$ cat config.mk
export PLATFORM = sky130hd
export DESIGN_NAME = smf_track_event_encoder
export DESIGN_NICKNAME = d
export VERILOG_FILES = /design/src/hw/rtl/smf_pkg.sv /design/src/hw/rtl/smf_event_enc.sv /design/src/hw/rtl/smf_byte_ser.sv /design/src/hw/rtl/smf_track_event_encoder.sv
export SDC_FILE = /design/constraint.sdc
export NUM_CORES = 1
export LEC_CHECK = 0
export ABC_AREA = 1
export BUFFER_PORTS_ARGS = -buffer_cell sky130_fd_sc_hd__buf_2
export CAP_MARGIN = 20
export CELL_PAD_IN_SITES_DETAIL_PLACEMENT = 0
export CELL_PAD_IN_SITES_GLOBAL_PLACEMENT = 1
export CORE_MARGIN = 3
export CORE_UTILIZATION = 45
export DETAILED_ROUTE_END_ITERATION = 10
export PLACE_DENSITY = 0.86
export SLEW_MARGIN = 20
export SYNTH_ARGS = -nofsm -noshare
export SYNTH_HDL_FRONTEND = slang
export SYNTH_SLANG_ARGS = --single-unit
$ cat constraint.sdc
create_clock -name clk -period 10.8 [get_ports clk]
set_clock_uncertainty 0.2 [all_clocks]
set_input_delay 3.24 -clock clk [delete_from_list [all_inputs] [get_ports clk]]
set_output_delay 3.24 -clock clk [all_outputs]
set_load 0.1 [all_outputs]
$ cat src/hw/rtl/smf_pkg.sv
// Shared types, command codes and the file header table of the MIDI track encoder.
`timescale 1ns / 1ps

package smf_pkg;

  // Command codes carried on the input tuser.
  typedef enum logic [2:0] {
    OP_OPEN    = 3'd0,
    OP_NOTE_ON = 3'd1,
    OP_NOTE_OFF = 3'd2,
    OP_CTRL    = 3'd3,
    OP_PROGRAM = 3'd4,
    OP_CLOSE   = 3'd5
  } op_t;

  localparam logic [27:0] DELTA_MAX   = 28'hFFFFFFF;
  localparam logic [7:0]  ST_NOTE_OFF = 8'h80;
  localparam logic [7:0]  ST_NOTE_ON  = 8'h90;
  localparam logic [7:0]  ST_CTRL     = 8'hB0;
  localparam logic [7:0]  ST_PROGRAM  = 8'hC0;
  localparam logic [7:0]  META_BYTE   = 8'hFF;
  localparam logic [7:0]  META_EOT    = 8'h2F;
  localparam logic [7:0]  OFF_VEL     = 8'd64;
  localparam logic [4:0]  HDR_LEN     = 5'd29;
  localparam logic [31:0] HDR_TRACK_BYTES = 32'd7;

  // Fields of one input word.
  typedef struct packed {
    logic [2:0]  opcode;
    logic [63:0] event_time;
    logic [7:0]  channel;
    logic [7:0]  data_first;
    logic [7:0]  data_second;
  } smf_in_t;

  // One encoded command, ready to be sent byte by byte.
  typedef struct packed {
    logic            hdr;       // send the file header table
    logic            err;       // one error result
    logic [4:0]      nbytes;    // zero means one empty result
    logic [6:0][7:0] evb;       // delta bytes then message bytes, first at index 0
    logic [31:0]     len_rpt;   // track length shown on the last result
  } smf_item_t;

  // Standard MIDI file header, MThd, MTrk with zero length and tempo event.
  function automatic logic [7:0] header_byte(input logic [4:0] idx);
    logic [7:0] b;
    case (idx)
      5'd0:  b = 8'h4D;
      5'd1:  b = 8'h54;
      5'd2:  b = 8'h68;
      5'd3:  b = 8'h64;
      5'd7:  b = 8'h06;
      5'd11: b = 8'h01;
      5'd12: b = 8'h01;
      5'd13: b = 8'hF4;
      5'd14: b = 8'h4D;
      5'd15: b = 8'h54;
      5'd16: b = 8'h72;
      5'd17: b = 8'h6B;
      5'd23: b = 8'hFF;
      5'd24: b = 8'h51;
      5'd25: b = 8'h03;
      5'd26: b = 8'h07;
      5'd27: b = 8'hA1;
      5'd28: b = 8'h20;
      default: b = 8'h00;
    endcase
    return b;
  endfunction

endpackage

$ cat src/hw/rtl/smf_event_enc.sv
// Command checker and encoder: session state, delta time and message bytes.
`timescale 1ns / 1ps

module smf_event_enc (
  input  logic               clk,
  input  logic               rst_n,
  input  logic               output_mode,
  input  smf_pkg::smf_in_t   cmd,
  input  logic               take,
  output smf_pkg::smf_item_t item
);

  logic        open_r, open_nxt;
  logic        smode_r, smode_nxt;
  logic [63:0] last_time_r, last_time_nxt;
  logic [31:0] byte_count_r, byte_count_nxt;

  logic        time_gt;
  logic [63:0] diff;
  logic [27:0] delta;
  logic [2:0]  grp;
  logic [3:0][7:0] vlq;
  logic [2:0][7:0] msg;
  logic [1:0]  mlen;
  logic        arg_err;
  logic        err;
  logic        emit;
  logic [55:0] evw;
  logic [31:0] count_sum;

  // Delta time since the last event, floored at zero and clamped.
  always_comb begin
    time_gt = cmd.event_time > last_time_r;
    diff    = cmd.event_time - last_time_r;
    if (!time_gt) begin
      delta = 28'd0;
    end else if (diff[63:28] != 36'd0) begin
      delta = smf_pkg::DELTA_MAX;
    end else begin
      delta = diff[27:0];
    end
  end

  // Variable-length quantity, most significant group first.
  always_comb begin
    vlq = '0;
    if (delta[27:21] != 7'd0) begin
      grp    = 3'd4;
      vlq[0] = {1'b1, delta[27:21]};
      vlq[1] = {1'b1, delta[20:14]};
      vlq[2] = {1'b1, delta[13:7]};
      vlq[3] = {1'b0, delta[6:0]};
    end else if (delta[20:14] != 7'd0) begin
      grp    = 3'd3;
      vlq[0] = {1'b1, delta[20:14]};
      vlq[1] = {1'b1, delta[13:7]};
      vlq[2] = {1'b0, delta[6:0]};
    end else if (delta[13:7] != 7'd0) begin
      grp    = 3'd2;
      vlq[0] = {1'b1, delta[13:7]};
      vlq[1] = {1'b0, delta[6:0]};
    end else begin
      grp    = 3'd1;
      vlq[0] = {1'b0, delta[6:0]};
    end
    if (!smode_r) begin
      grp = 3'd0;
      vlq = '0;
    end
  end

  // Message bytes and argument checks for each command.
  always_comb begin
    msg     = '0;
    mlen    = 2'd3;
    arg_err = (cmd.channel > 8'd15) || (cmd.data_first > 8'h7F);
    emit    = 1'b1;
    err     = 1'b0;
    case (cmd.opcode)
      smf_pkg::OP_OPEN: begin
        emit = 1'b0;
      end
      smf_pkg::OP_NOTE_ON: begin
        msg = {cmd.data_second, cmd.data_first, smf_pkg::ST_NOTE_ON | cmd.channel};
        arg_err = arg_err || (cmd.data_second > 8'h7F);
      end
      smf_pkg::OP_NOTE_OFF: begin
        msg = {smf_pkg::OFF_VEL, cmd.data_first, smf_pkg::ST_NOTE_OFF | cmd.channel};
      end
      smf_pkg::OP_CTRL: begin
        msg = {cmd.data_second, cmd.data_first, smf_pkg::ST_CTRL | cmd.channel};
        arg_err = arg_err || (cmd.data_second > 8'h7F);
      end
      smf_pkg::OP_PROGRAM: begin
        msg  = {8'h00, cmd.data_first, smf_pkg::ST_PROGRAM | cmd.channel};
        mlen = 2'd2;
      end
      smf_pkg::OP_CLOSE: begin
        msg     = {8'h00, smf_pkg::META_EOT, smf_pkg::META_BYTE};
        arg_err = 1'b0;
        emit    = smode_r;
      end
      default: begin
        err = 1'b1;
      end
    endcase
    if (cmd.opcode != smf_pkg::OP_OPEN) begin
      err = err || !open_r || arg_err;
    end
  end

  // Pack the delta and message bytes of one event into one row.
  always_comb begin
    evw       = {24'd0, vlq} | ({32'd0, msg} << {grp, 3'b000});
    count_sum = byte_count_r + 32'(grp) + 32'(mlen);
  end

  // Item handed to the serializer.
  always_comb begin
    item         = '0;
    item.err     = err;
    item.evb     = evw;
    if (err) begin
      item.evb = '0;
    end else if (cmd.opcode == smf_pkg::OP_OPEN) begin
      item.hdr    = output_mode;
      item.nbytes = output_mode ? smf_pkg::HDR_LEN : 5'd0;
    end else if (emit) begin
      item.nbytes = 5'(grp) + 5'(mlen);
      if (cmd.opcode == smf_pkg::OP_CLOSE) begin
        item.len_rpt = count_sum;
      end
    end
  end

  // Session state advances when the serializer takes the item.
  always_comb begin
    open_nxt       = open_r;
    smode_nxt      = smode_r;
    last_time_nxt  = last_time_r;
    byte_count_nxt = byte_count_r;
    if (take && !err) begin
      if (cmd.opcode == smf_pkg::OP_OPEN) begin
        open_nxt       = 1'b1;
        smode_nxt      = output_mode;
        last_time_nxt  = 64'd0;
        byte_count_nxt = output_mode ? smf_pkg::HDR_TRACK_BYTES : 32'd0;
      end else begin
        if (cmd.opcode == smf_pkg::OP_CLOSE) begin
          open_nxt = 1'b0;
        end
        if (smode_r) begin
          byte_count_nxt = count_sum;
          if (time_gt) begin
            last_time_nxt = cmd.event_time;
          end
        end
      end
    end
  end

  always_ff @(posedge clk) begin
    if (!rst_n) begin
      open_r       <= 1'b0;
      smode_r      <= 1'b0;
      last_time_r  <= 64'd0;
      byte_count_r <= 32'd0;
    end else begin
      open_r       <= open_nxt;
      smode_r      <= smode_nxt;
      last_time_r  <= last_time_nxt;
      byte_count_r <= byte_count_nxt;
    end
  end

`ifndef SYNTH
  // Stream mode never adds to the track count.
  a_stream_count: assert property (@(posedge clk) disable iff (!rst_n)
    (open_r && !smode_r) |-> (byte_count_r == 32'd0))
    else $error("track count moved in stream mode");

  // An open always leaves the session open.
  a_open_sets: assert property (@(posedge clk) disable iff (!rst_n)
    (take && cmd.opcode == smf_pkg::OP_OPEN) |=> open_r)
    else $error("open did not start a session");

  // An error leaves the session flag alone.
  a_err_keeps: assert property (@(posedge clk) disable iff (!rst_n)
    (take && err) |=> (open_r == $past(open_r)))
    else $error("error changed the session");
`endif

endmodule

$ cat src/hw/rtl/smf_byte_ser.sv
// Item buffer and byte serializer feeding the registered output word.
`timescale 1ns / 1ps

module smf_byte_ser (
  input  logic               clk,
  input  logic               rst_n,
  input  smf_pkg::smf_item_t item,
  input  logic               item_valid,
  output logic               item_ready,
  output logic               out_tvalid,
  input  logic               out_tready,
  output logic [39:0]        out_tdata,
  output logic [1:0]         out_tuser,
  output logic               out_tlast
);

  smf_pkg::smf_item_t buf_r;
  logic        buf_v_r, buf_v_nxt;
  logic [4:0]  idx_r, idx_nxt;
  logic        ov_r;
  logic [7:0]  byte_r;
  logic        bval_r;
  logic        stat_r;
  logic        last_r;
  logic [31:0] len_r;

  logic        load;
  logic        fin;
  logic [7:0]  cur_byte;

  // Current byte and whether it closes the item.
  always_comb begin
    load     = !ov_r || out_tready;
    fin      = (buf_r.nbytes == 5'd0) || (idx_r == buf_r.nbytes - 5'd1);
    cur_byte = buf_r.hdr ? smf_pkg::header_byte(idx_r) : buf_r.evb[idx_r[2:0]];
    item_ready = !buf_v_r || (load && fin);
  end

  // Byte index and buffer occupancy.
  always_comb begin
    buf_v_nxt = buf_v_r;
    idx_nxt   = idx_r;
    if (buf_v_r && load) begin
      idx_nxt = idx_r + 5'd1;
      if (fin) begin
        buf_v_nxt = 1'b0;
      end
    end
    if (item_valid && item_ready) begin
      buf_v_nxt = 1'b1;
      idx_nxt   = 5'd0;
    end
  end

  always_ff @(posedge clk) begin
    if (!rst_n) begin
      buf_v_r <= 1'b0;
      idx_r   <= 5'd0;
      ov_r    <= 1'b0;
    end else begin
      buf_v_r <= buf_v_nxt;
      idx_r   <= idx_nxt;
      if (load) begin
        ov_r <= buf_v_r;
      end
    end
  end

  // Payload registers.
  always_ff @(posedge clk) begin
    if (item_valid && item_ready) begin
      buf_r <= item;
    end
    if (load && buf_v_r) begin
      byte_r <= (buf_r.nbytes == 5'd0) ? 8'h00 : cur_byte;
      bval_r <= buf_r.nbytes != 5'd0;
      stat_r <= buf_r.err;
      last_r <= fin;
      len_r  <= fin ? buf_r.len_rpt : 32'd0;
    end
  end

  assign out_tvalid = ov_r;
  assign out_tdata  = {len_r, byte_r};
  assign out_tuser  = {stat_r, bval_r};
  assign out_tlast  = last_r;

`ifndef SYNTH
  // An empty result is always the only result of its item.
  a_empty_last: assert property (@(posedge clk) disable iff (!rst_n)
    (out_tvalid && !bval_r) |-> out_tlast)
    else $error("empty result not marked last");

  // Error results carry no byte.
  a_err_empty: assert property (@(posedge clk) disable iff (!rst_n)
    (out_tvalid && stat_r) |-> !bval_r)
    else $error("error result carries a byte");

  // A length is shown only on the last result.
  a_len_last: assert property (@(posedge clk) disable iff (!rst_n)
    (out_tvalid && len_r != 32'd0) |-> out_tlast)
    else $error("length on a result that is not last");

  // The index never runs past the header.
  a_idx_range: assert property (@(posedge clk) disable iff (!rst_n)
    buf_v_r |-> (idx_r < smf_pkg::HDR_LEN))
    else $error("byte index out of range");
`endif

endmodule

$ cat src/hw/rtl/smf_track_event_encoder.sv
// Top level of the MIDI track event encoder: input register, encoder and serializer.
//
//   Port group | Direction | Content
//   in_*       | slave     | one MIDI command word
//   out_*      | master    | one output byte word per result
//   cfg_*      | write     | output mode register
//
// Each command word is registered, encoded combinationally and sent one byte per
// cycle unless out_tready stalls; a command yields one word per byte, or one empty
// word if it has none. The byte serializer sets the rate; the next command is taken
// on the cycle its predecessor's last byte moves to the output register.
// Reset (rst_n, synchronous, active low) closes the session and clears all counts.
// A stall on out_tready holds the output word and backs up into in_tready.
`timescale 1ns / 1ps

module smf_track_event_encoder (
  input  logic        clk,
  input  logic        rst_n,
  input  logic        cfg_we,
  input  logic        cfg_wdata,     // output_mode
  input  logic        in_tvalid,
  output logic        in_tready,
  input  logic [87:0] in_tdata,      // event_time, channel, data_first, data_second
  input  logic [2:0]  in_tuser,      // opcode
  output logic        out_tvalid,
  input  logic        out_tready,
  output logic [39:0] out_tdata,     // out_byte, length_report
  output logic [1:0]  out_tuser,     // byte_valid, status
  output logic        out_tlast      // last
);

  logic               mode_r;
  logic               in_v_r;
  smf_pkg::smf_in_t   in_r;
  smf_pkg::smf_item_t item;
  logic               item_ready;

  // Output mode register.
  always_ff @(posedge clk) begin
    if (!rst_n) begin
      mode_r <= 1'b0;
    end else if (cfg_we) begin
      mode_r <= cfg_wdata;
    end
  end

  assign in_tready = !in_v_r || item_ready;

  // Input word register.
  always_ff @(posedge clk) begin
    if (!rst_n) begin
      in_v_r <= 1'b0;
    end else if (in_tready) begin
      in_v_r <= in_tvalid;
    end
  end

  always_ff @(posedge clk) begin
    if (in_tvalid && in_tready) begin
      in_r.opcode      <= in_tuser;
      in_r.event_time  <= in_tdata[63:0];
      in_r.channel     <= in_tdata[71:64];
      in_r.data_first  <= in_tdata[79:72];
      in_r.data_second <= in_tdata[87:80];
    end
  end

  smf_event_enc u_enc (
    .clk         (clk),
    .rst_n       (rst_n),
    .output_mode (mode_r),
    .cmd         (in_r),
    .take        (in_v_r && item_ready),
    .item        (item)
  );

  smf_byte_ser u_ser (
    .clk        (clk),
    .rst_n      (rst_n),
    .item       (item),
    .item_valid (in_v_r),
    .item_ready (item_ready),
    .out_tvalid (out_tvalid),
    .out_tready (out_tready),
    .out_tdata  (out_tdata),
    .out_tuser  (out_tuser),
    .out_tlast  (out_tlast)
  );

endmodule

# Yosys cells after proc, flatten, opt, wreduce, memory -nomap -nowiden

Memories as Yosys holds them, arrays and structs flattened. A register that Yosys moved wholly into a read port is not among the register bits.
Index checks and enable logic that the tools add are counted.

ROM bits: 256
Memories: 1
Register bits: 336
Logic and storage cells: 133
Bits of input ports: 97

$lt $le $gt $ge: 5
$add $sub $neg: 6
Muxes and demuxes: 38
Equality and inequality tests: 6
Shift-type cells: 1
Reduce and logical (&&, ||, !) cells: 41
Bitwise operators: 5

Memory list:

| memory          | depth | bits a word | rd ports | clocked after memory_dff | write ports | line          | source |
|---|---|---|---|---|---|---|---|
| (no name shown) | 32    | 8           | 1        | 1                        | 0           | smf_pkg.sv:48 | `case (idx)` |

Operators with widths:

| kind                                                                             | number |
|---|---|
| 64-bit two-way mux                                                               | 3 |
| 24-bit one-hot mux with 5 select lines                                           | 1 |
| 64-bit greater-than comparator                                                   | 1 |
| 32-bit two-way mux                                                               | 2 |
| 64-bit subtractor                                                                | 1 |
| 28-bit two-way mux                                                               | 2 |
| 31-bit by 56-bit OR with 56-bit output                                           | 1 |
| 24-bit by 6-bit left shift with 56-bit output                                    | 1 |
| 36-bit nonzero test                                                              | 1 |
| 32-bit by 2-bit adder with 32-bit output                                         | 1 |
| 32-bit by 3-bit adder with 32-bit output                                         | 1 |
| 31-bit two-way mux                                                               | 1 |
| 5-bit two-way mux                                                                | 5 |
| 8-bit binary-select mux with 3-bit select                                        | 1 |
| 24-bit two-way mux                                                               | 1 |
| 8-bit two-way mux                                                                | 3 |
| 7-bit two-way mux                                                                | 3 |
| 7-bit nonzero test                                                               | 3 |
| 8-bit by 7-bit greater-than comparator with 1-bit output (second input constant) | 2 |
| 16-bit two-way mux                                                               | 1 |
| 3-bit two-way mux                                                                | 4 |
| 2-bit nonzero test                                                               | 5 |
| 8-bit by 4-bit greater-than comparator with 1-bit output (second input constant) | 1 |
| 1-bit logical OR                                                                 | 8 |
| other kinds (23)                                                                 | 49 |

# Depth between registers and ports, before layout

Gate-level depths: netlist (run 1).

Word-level depth: 13
Mapped depth: 49
Depth with buffers taken out: 47

# Modules after synthesis

From an unflattened synthesis (run 1), not the netlist that was laid out.

Cell total of the unflattened synthesis: 3114
Area, all modules: 22082.4 µm²

Modules (own cells, without submodules):

| module                  | area an instance (µm²) | instances | cells each | sequential area each (µm²) |
|---|---|---|---|---|
| smf_event_enc           | 13180.1                | 1         | 2529       | 1961.9 |
| smf_byte_ser            | 6074.6                 | 1         | 480        | 4444.3 |
| smf_track_event_encoder | 2827.7                 | 1         | 105        | 2772.7 |

# Worst setup path before layout (run 1)

No wires, ideal clock.

Path type: input-to-reg
From: input out_tready
To: register (tool-made name)
Data arrival time: 9145 ps
Setup slack: 1338 ps
Buffers on the path: 0
Required time: 10484 ps
Stages on the path: 16
Path through: inv_1 nand2_1 a21oi_1 nor2_1 nor2_1 nand2_1 inv_1 ha_1 inv_1 nor2_1 inv_1 nor2_1 nor2_1 o21ai_0 nand2_1 nand2_1

RTL lines:

| element         | line                          | source |
|---|---|---|
| start, declared | smf_track_event_encoder.sv:26 | `input logic out_tready,` |

# Worst setup path after layout (run 1)

From: register in_r[24] (netlist name)
To: register u_ser.buf_r[27] (netlist name) (data pin)

Cells in the longest elaborated chain, start to end: 11
Elaborated cells between the ends (all ways): 14
Classes of those cells: add/sub: 3; order compare: 1; mux: 6; reduce/logical: 4

Ends and longest elaborated chain:

| element                                    | line                          | source |
|---|---|---|
| start, declared                            | smf_track_event_encoder.sv:34 | `smf_pkg::smf_in_t in_r;` |
| 64-bit subtractor                          | smf_event_enc.sv:34           | `diff = cmd.event_time - last_time_r;` |
| 36-bit nonzero test                        | smf_event_enc.sv:37           | `end else if (diff[63:28] != 36'd0) begin` |
| 28-bit two-way mux                         | smf_event_enc.sv:37           |  |
| 28-bit two-way mux *                       | smf_event_enc.sv:35           | `if (!time_gt) begin` |
| 7-bit nonzero test                         | smf_event_enc.sv:58           | `end else if (delta[13:7] != 7'd0) begin` |
| 2-bit two-way mux                          | smf_event_enc.sv:58           |  |
| 3-bit two-way mux                          | smf_event_enc.sv:53           | `end else if (delta[20:14] != 7'd0) begin` |
| 3-bit two-way mux *                        | smf_event_enc.sv:47           | `if (delta[27:21] != 7'd0) begin` |
| 3-bit two-way mux *                        | smf_event_enc.sv:66           | `if (!smode_r) begin` |
| 32-bit by 3-bit adder with 32-bit output * | smf_event_enc.sv:115          | `count_sum = byte_count_r + 32'(grp) + 32'(mlen);` |
| 32-bit by 2-bit adder with 32-bit output * | smf_event_enc.sv:115          |  |
| end signal, assigned                       | smf_byte_ser.sv:72            | `buf_r <= item;` |
| end, declared                              | smf_byte_ser.sv:17            | `smf_pkg::smf_item_t buf_r;` |

Mark *: on every way between the ends. The rest lies on a longest branch, timed or not.
A chain may end at the register's enable or synchronous reset.

==> results of run 1 <==
-- how the worst max path moves through the flow --
stage                    start                     end  slack (ns)  cells after the start
finish                in_r[24]         u_ser.buf_r[27]        1.99                     41
global route          in_r[24]  u_enc.byte_count_r[28]        1.09                     43
CTS                   in_r[24]         u_ser.buf_r[27]        2.00                     41
detailed placement    in_r[24]         u_ser.buf_r[27]        2.05                     41
global placement      in_r[24]         u_ser.buf_r[27]        2.00                     41
floorplan           out_tready                    flop        1.34                     16
-- critical path: cells and delay by family (launching register included) --
family	cells	cell delay, ns
and+or+nand+nor	29	5.68
adders and majority gates	5	1.40
buffers and inverters	5	0.50
DFF	1	0.35
xor gates and xnor gates	1	0.19
AOI/OAI and AO/OA	1	0.15
-- routing by layer --
| layer | vias to the layer above | global-route usage |
|---|---|---|
| met5 | - | 0 |
| met4 | 0 | 0.0843 |
| met3 | 117 | 0.0325 |
| met2 | 597 | 0.426 |
| met1 | 9183 | 0.345 |
| li1 | 10093 | - |
-- kinds of logic (layout without fill, tap and decap cells) --
logic type	count (synthesis)	count (layout)
buf+inv	660	795
fa+ha+maj	80	80
flops	343	343
compound gates	344	344
simple gates	1613	1613
other cells	1	2
xor+xnor	61	61
-- stage by stage --
step / cell area, um2 / instances / setup slack (ns) / power, W / util
after global placement: 23100 / 3780 / 2.00 / 0.00196 / 0.482
final: 24600 / 3853 / 1.99 / 0.00340 / 0.513
after floorplan: 21900 / 3103 / 1.34 / 0.00183 / -
after global routing: 24600 / 3853 / 1.09 / 0.00353 / 0.513
after detailed placement: 23100 / 3780 / 2.05 / 0.00196 / 0.482
after CTS: 24500 / 3852 / 2.00 / 0.00343 / 0.512
-- cell usage after synthesis (3+ instances only) --
cell type    n  area, um2
clkinv_1    13       48.8
xor2_1      28        245
o21bai_1     7       52.6
nand2_4      3       33.8
nor2_2      19        119
o221ai_1     8       70.1
nor2_4       4       45.0
nor3_1      33        165
xnor2_1     33        289
inv_1      511       1920
nor3b_1      3       22.5
a21oi_1    201       1010
nand3b_1     6       45.0
nor4_1      10       62.6
dfxtp_1    115       2300
ha_1        77        963
buf_2       10       50.1
buf_6        4       45.0
clkbuf_1    66        248
o21ai_0     87        435
a211oi_1     3       22.5
edfxtp_1   228       6850
and2_1       5       31.3
inv_2       45        169
nor2_1     283       1060
buf_4        6       45.0
nand3_1    312       1560
fa_1         3       60.1
or2_2        9       56.3
nand4_1     33        206
buf_1        5       18.8
nand2_1    884       3320
o211ai_1    10       75.1
o21ai_1     12       60.1
-- flip-flops by register name (all words and copies together) (netlist names), named ones only --
name                count
u_ser.stat_r            1
in_v_r                  1
in_r                   91
u_enc.byte_count_r     32
u_enc.last_time_r      64
u_ser.len_r            32
u_ser.buf_v_r           1
u_ser.buf_r            94
u_ser.out_tlast         1
u_ser.idx_r             5
u_ser.out_tvalid        1
u_enc.open_r            1
u_enc.smode_r           1
u_ser.byte_r            8
mode_r                  1
u_ser.bval_r            1
-- area by class of cell --
type,instances,area (um2),area share
Clock buffer,52,1070,0.0437
Multi-Input combinational cell,2100,10300,0.418
Timing Repair Buffer,154,823,0.0335
Clock inverter,20,340,0.0138
Tap cell,615,769,0.0313
Inverter,569,2140,0.0870
Sequential cell,343,9150,0.372
-- power groups by stage --
stage	clock [W]	combinational [W]	sequential [W]
after floorplan	0	0.000266	0.00156
after global placement	0	0.000460	0.00150
after detailed placement	0	0.000461	0.00150
after CTS	0.00149	0.000463	0.00147
after global routing	0.00154	0.000516	0.00148
final	0.00146	0.000465	0.00147
==> metrics.yaml, run 1 <==
outcome:
  outcome: "complete, no violations"
worst_setup_path:
  r2r-start: "in_r[24]"
  r2r_cells: 41
  cp-start-kind: "flop"
  critPathArrivalTime_ns: 8.91
  path_max_fanout: 30
  worstSetupEndpointType: "flop"
  cpPeakStageDelay_ns: 0.73
  slowest_stage: "nor2_2"
  crit_required_ns: 10.90
  r2r_slack_ns: 1.99
  path_class: "reg2reg"
  cpMostUsedCell: "nand2_1"
  rr_endpoint: "u_ser.buf_r[27]"
finish:
  nets: 3384
  layout_commonest_cell: "nand2_1"
  most-common-layout-cells: "nand2_1, inv_1, nand3_1, nor2_1, edfxtp_1"
  drive_gt1_frac: 0.0957
  area_growth_pct: 12.1
  antenna_cells: 0
  nFillCells: 4802
sta:
  rsz0062_at_grt: "no"
  finalSetupViolations: 0
  worst_hold_slack_ns: 0.228
  finalSetupTns_ns: 0
  fmax_mhz: 114
  maxSlewHeadroom: 0.374
  drv_slew: 0
  tightest_slew_ns: 0.939
  fin_crit_sh: 0.816
  finalCriticalPeriod_ns: 8.81
  hold_violations: 0
cts:
  cts_sinks: 343
  clk_path_buf_depth: 3
  clk_pin_slew_ns: 0.06
  root_buffer: "clkbuf_16"
  postCtsHoldBufs: 0
  ctsResizeCount: 0
  clk_latency_ns: 0.59
  cts_buffers: 39
  postCtsSetupBuffers: 0
  cts_tree: "built"
  h-tree-depth: 2
place:
  io_buffers: 141
  routabilityCongestion: 0.956
  hpwl_mm: 49.9
routing:
  vias_per_cell: 5.19
  wirelength_mm: 65.6
  met2WireLength_mm: 30.5
  drt_pass1_iterations: 6
  topRoutingLayerUsed: "met4"
  wl_per_cell_um: 17.0
  dr_total_vias: 19990
  route.met3.wl_mm: 3.60
  drtAntennaViolNets: 0
  dr.first_iter.drc_count: 1638
  met1_length_mm: 29.5
  drc_errors: 0
global_routing:
  overflow: 0
  antenna_found_initial: 1
  grt_usage: 0.255
  grt_pass1_wl_mm: 103
  grt_pass1_vias: 19298
  grt_max_degree: 97
min_path:
  hold_class: "reg2reg"
  min_from: "u_ser.buf_r[93]"
  min_path_cells: 0
  hold_end: "u_ser.stat_r"
power_and_ir_drop:
  cellPowerDensity_nw_per_um2: 138
  p_leak_nw: 11.0
  vdd_drop_max_mv: 0.177
  p_comb_frac: 0.137
  seqPwrFrac: 0.434
  p_int_w: 0.00247
  power_frac_clock: 0.429
  switching_share: 0.272
  switchingPower_w: 0.000924
floorplanning:
  die_h_um: 227
  pin_count: 142
  fp.dieW_um: 227
  fp.coreArea_um2: 47900
  die-area_um2: 51400
  initial_utilization: 0.457
  row_count: 80
yosys:
  synth_compound_area_frac: 0.0841
  synth-edff-count: 228
  ys_ff_latch: 343
  synth_xor_area_frac: 0.0244
  synth_top_family_by_area: "simple AND/OR/NAND/NOR gates"
  yosysSeqAreaShare: 0.417
  yosysUniqueCellTypes: 53
  synth_ff_type: "edfxtp_1"
  syn_area_um2: 21900
  syn_inst: 3102
  synth_fa_ha_area_frac: 0.0467
  ys_async_sr_fraction: 0
  synth_mux_area_frac: 0
  ys_warn_count: 0
  yosys.area_share.simple: 0.311
  syn_area_per_cell_um2: 7.07
job:
  drv_cap: 0
Note: power is estimated with default switching activity, not from simulation.
==> run 2, diff against run 1 <==
--- a/config.mk
+++ b/config.mk
@@ -11,9 +11,9 @@
 export CELL_PAD_IN_SITES_DETAIL_PLACEMENT = 0
 export CELL_PAD_IN_SITES_GLOBAL_PLACEMENT = 1
 export CORE_MARGIN = 3
-export CORE_UTILIZATION = 45
+export CORE_UTILIZATION = 41
 export DETAILED_ROUTE_END_ITERATION = 10
-export PLACE_DENSITY = 0.86
+export PLACE_DENSITY = 0.83
 export SLEW_MARGIN = 20
 export SYNTH_ARGS = -nofsm -noshare
 export SYNTH_HDL_FRONTEND = slang
==> constraint.sdc (replaced) <==
create_clock -name clk -period 7.88 [get_ports clk]
set_clock_uncertainty 0.2 [all_clocks]
set_input_delay 2.364 -clock clk [delete_from_list [all_inputs] [get_ports clk]]
set_output_delay 2.364 -clock clk [all_outputs]
set_load 0.1 [all_outputs]
==> run 2 against run 1 <==
Compared with the run above: total power is 34% higher; first-iteration DRC count is 9.6% lower; largest cell class unchanged; count of clock-buffer cells in the layout is 4 lower; non-clock buffer count is 13 higher; combinational power is 37% higher; sequential share of layout area is 0.18 points lower; register-to-register slack worse by 1.3 ns; worst hold slack better by 0.037 ns; setup slack worse by 1.3 ns; global-route usage is 2.1 points lower; sequential cell count stayed put; routed wire length is 1.3% higher.
==> metrics.yaml, run 2 (same netlist as run 1, synthesis figures left out) <==
finish:
  stdcell_count: 3941
  most-common-layout-cells: "nand2_1, inv_1, nand3_1, nor2_1, edfxtp_1"
  drive_gt1_frac: 0.101
  layout_commonest_cell: "nand2_1"
  largestRegisters: "u_ser.buf_r (94), in_r (91), u_enc.last_time_r (64)"
  nets: 3398
  nFillCells: 5444
  stdcell_area_um2: 24700
  largest_register_ff_count: 94
  max_flop_register: "u_ser.buf_r"
  postLayoutCoreUtil: 0.468
  area_growth_pct: 12.6
worst_setup_path:
  r2r-start: "in_r[54]"
  cp-start-kind: "flop"
  critPathArrivalTime_ns: 7.29
  critPathBufInv: 5
  path_class: "reg2reg"
  crit_required_ns: 7.99
  cpPeakStageDelay_ns: 0.48
  rr_endpoint: "u_ser.buf_r[27]"
  worstSetupEndpointType: "flop"
  cpMostUsedCell: "nand2_1"
  r2r_slack_ns: 0.70
  path_max_fanout: 25
  path_delay_family: "simple AND/OR/NAND/NOR gates"
  slowest_stage: "ha_1"
  r2r_cells: 39
cts:
  postCtsHoldBufs: 0
  postCtsSetupBuffers: 0
  cts_buffers: 40
  clk_pin_slew_ns: 0.06
  cts_tree: "built"
  clk_latency_ns: 0.59
  clk_path_buf_depth: 3
  root_buffer: "clkbuf_16"
  h-tree-depth: 2
  cts_sinks: 343
  ctsResizeCount: 0
place:
  hpwl_mm: 51.7
  dp.cells: 3867
  dpl_cell_area_um2: 23300
  io_buffers: 141
  routabilityCongestion: 0.965
min_path:
  min_from: "u_ser.buf_r[93]"
  min_path_cells: 0
  hold_class: "reg2reg"
  hold_end: "u_ser.stat_r"
floorplanning:
  pin_count: 142
  row_count: 84
  die-area_um2: 56300
  fp.dieW_um: 237
  fp.coreArea_um2: 52800
  die_h_um: 237
  initial_utilization: 0.415
outcome:
  outcome: "complete, no violations"
sta:
  rsz0062_at_grt: "no"
  finalSetupViolations: 0
  hold_violations: 0
  tightest_slew_ns: 1.01
  finalSetupTns_ns: 0
  finalCriticalPeriod_ns: 7.18
  maxSlewHeadroom: 0.330
  worst_hold_slack_ns: 0.265
  fin_crit_sh: 0.912
  fmax_mhz: 139
  drv_slew: 0
routing:
  wirelength_mm: 66.5
  drtAntennaViolNets: 0
  drc_errors: 0
  vias_per_cell: 5.08
  drt_pass1_iterations: 5
  dr.first_iter.drc_count: 1480
  dr_total_vias: 20034
  wl_per_cell_um: 16.9
power_and_ir_drop:
  cellPowerDensity_nw_per_um2: 184
  p_leak_nw: 11.0
  vdd_drop_max_mv: 0.152
global_routing:
  grt_pass1_vias: 19610
  grt_usage: 0.234
  antenna_found_initial: 0
  grt_pass1_wl_mm: 105
  overflow: 0
  grt_max_degree: 67
job:
  drv_cap: 0
run 2: cell types whose count changed in the layout (fill, tap and decap cells not counted), sizes merged:
cell	previous run	this run
buf	154	167
bufinv	8	4
clkbuf	52	48
clkinv	25	30
clkinvlp	0	4
diode	0	1
run 2: metal layers:
| metal | up-vias | GRT usage | wire, um |
|---|---|---|---|
| li1 | 10123 | - | - |
| met5 | - | 0 | 0 |
| met2 | 517 | 0.393 | 30800 |
| met3 | 100 | 0.0294 | 3340 |
| met1 | 9294 | 0.319 | 30600 |
| met4 | 0 | 0.0686 | 1710 |
run 2: cell type report:
type                            count  area (um2)  area share
Tap cell                          688         861      0.0349
Antenna cell                        1        2.50    0.000101
Clock inverter                     25         279      0.0113
Timing Repair Buffer              167         905      0.0366
Inverter                          569        2140      0.0866
Sequential cell                   343        9150       0.371
Multi-Input combinational cell   2100       10300       0.417
Clock buffer                       48        1060      0.0430
run 2: worst max-delay path by stage:
stage	startpoint	to	slack, ns	depth (start not counted)
2_1_floorplan	out_tready	flop	1.05	16
3_3_place_gp	in_r[24]	u_ser.buf_r[28]	0.58	45
3_5_place_dp	in_r[24]	u_ser.buf_r[28]	0.52	43
4_1_cts	in_r[24]	u_ser.buf_r[28]	0.45	45
5_1_grt	in_r[24]	u_ser.buf_r[27]	0.01	41
6_report	in_r[54]	u_ser.buf_r[27]	0.70	39
run 2: per-stage QoR:
stage	power [W]	setup slack, ns
finish	0.00455	0.696
detailed placement	0.00270	0.520
floorplan	0.00250	1.05
global route	0.00475	0.0102
global placement	0.00269	0.577
CTS	0.00461	0.449
run 2: power breakdown:
part,switching [W],internal (W)
Combinational,0.000468,0.000169
Clock,0.000785,0.00110
Sequential,0.0000294,0.00199
Total,0.00128,0.00327
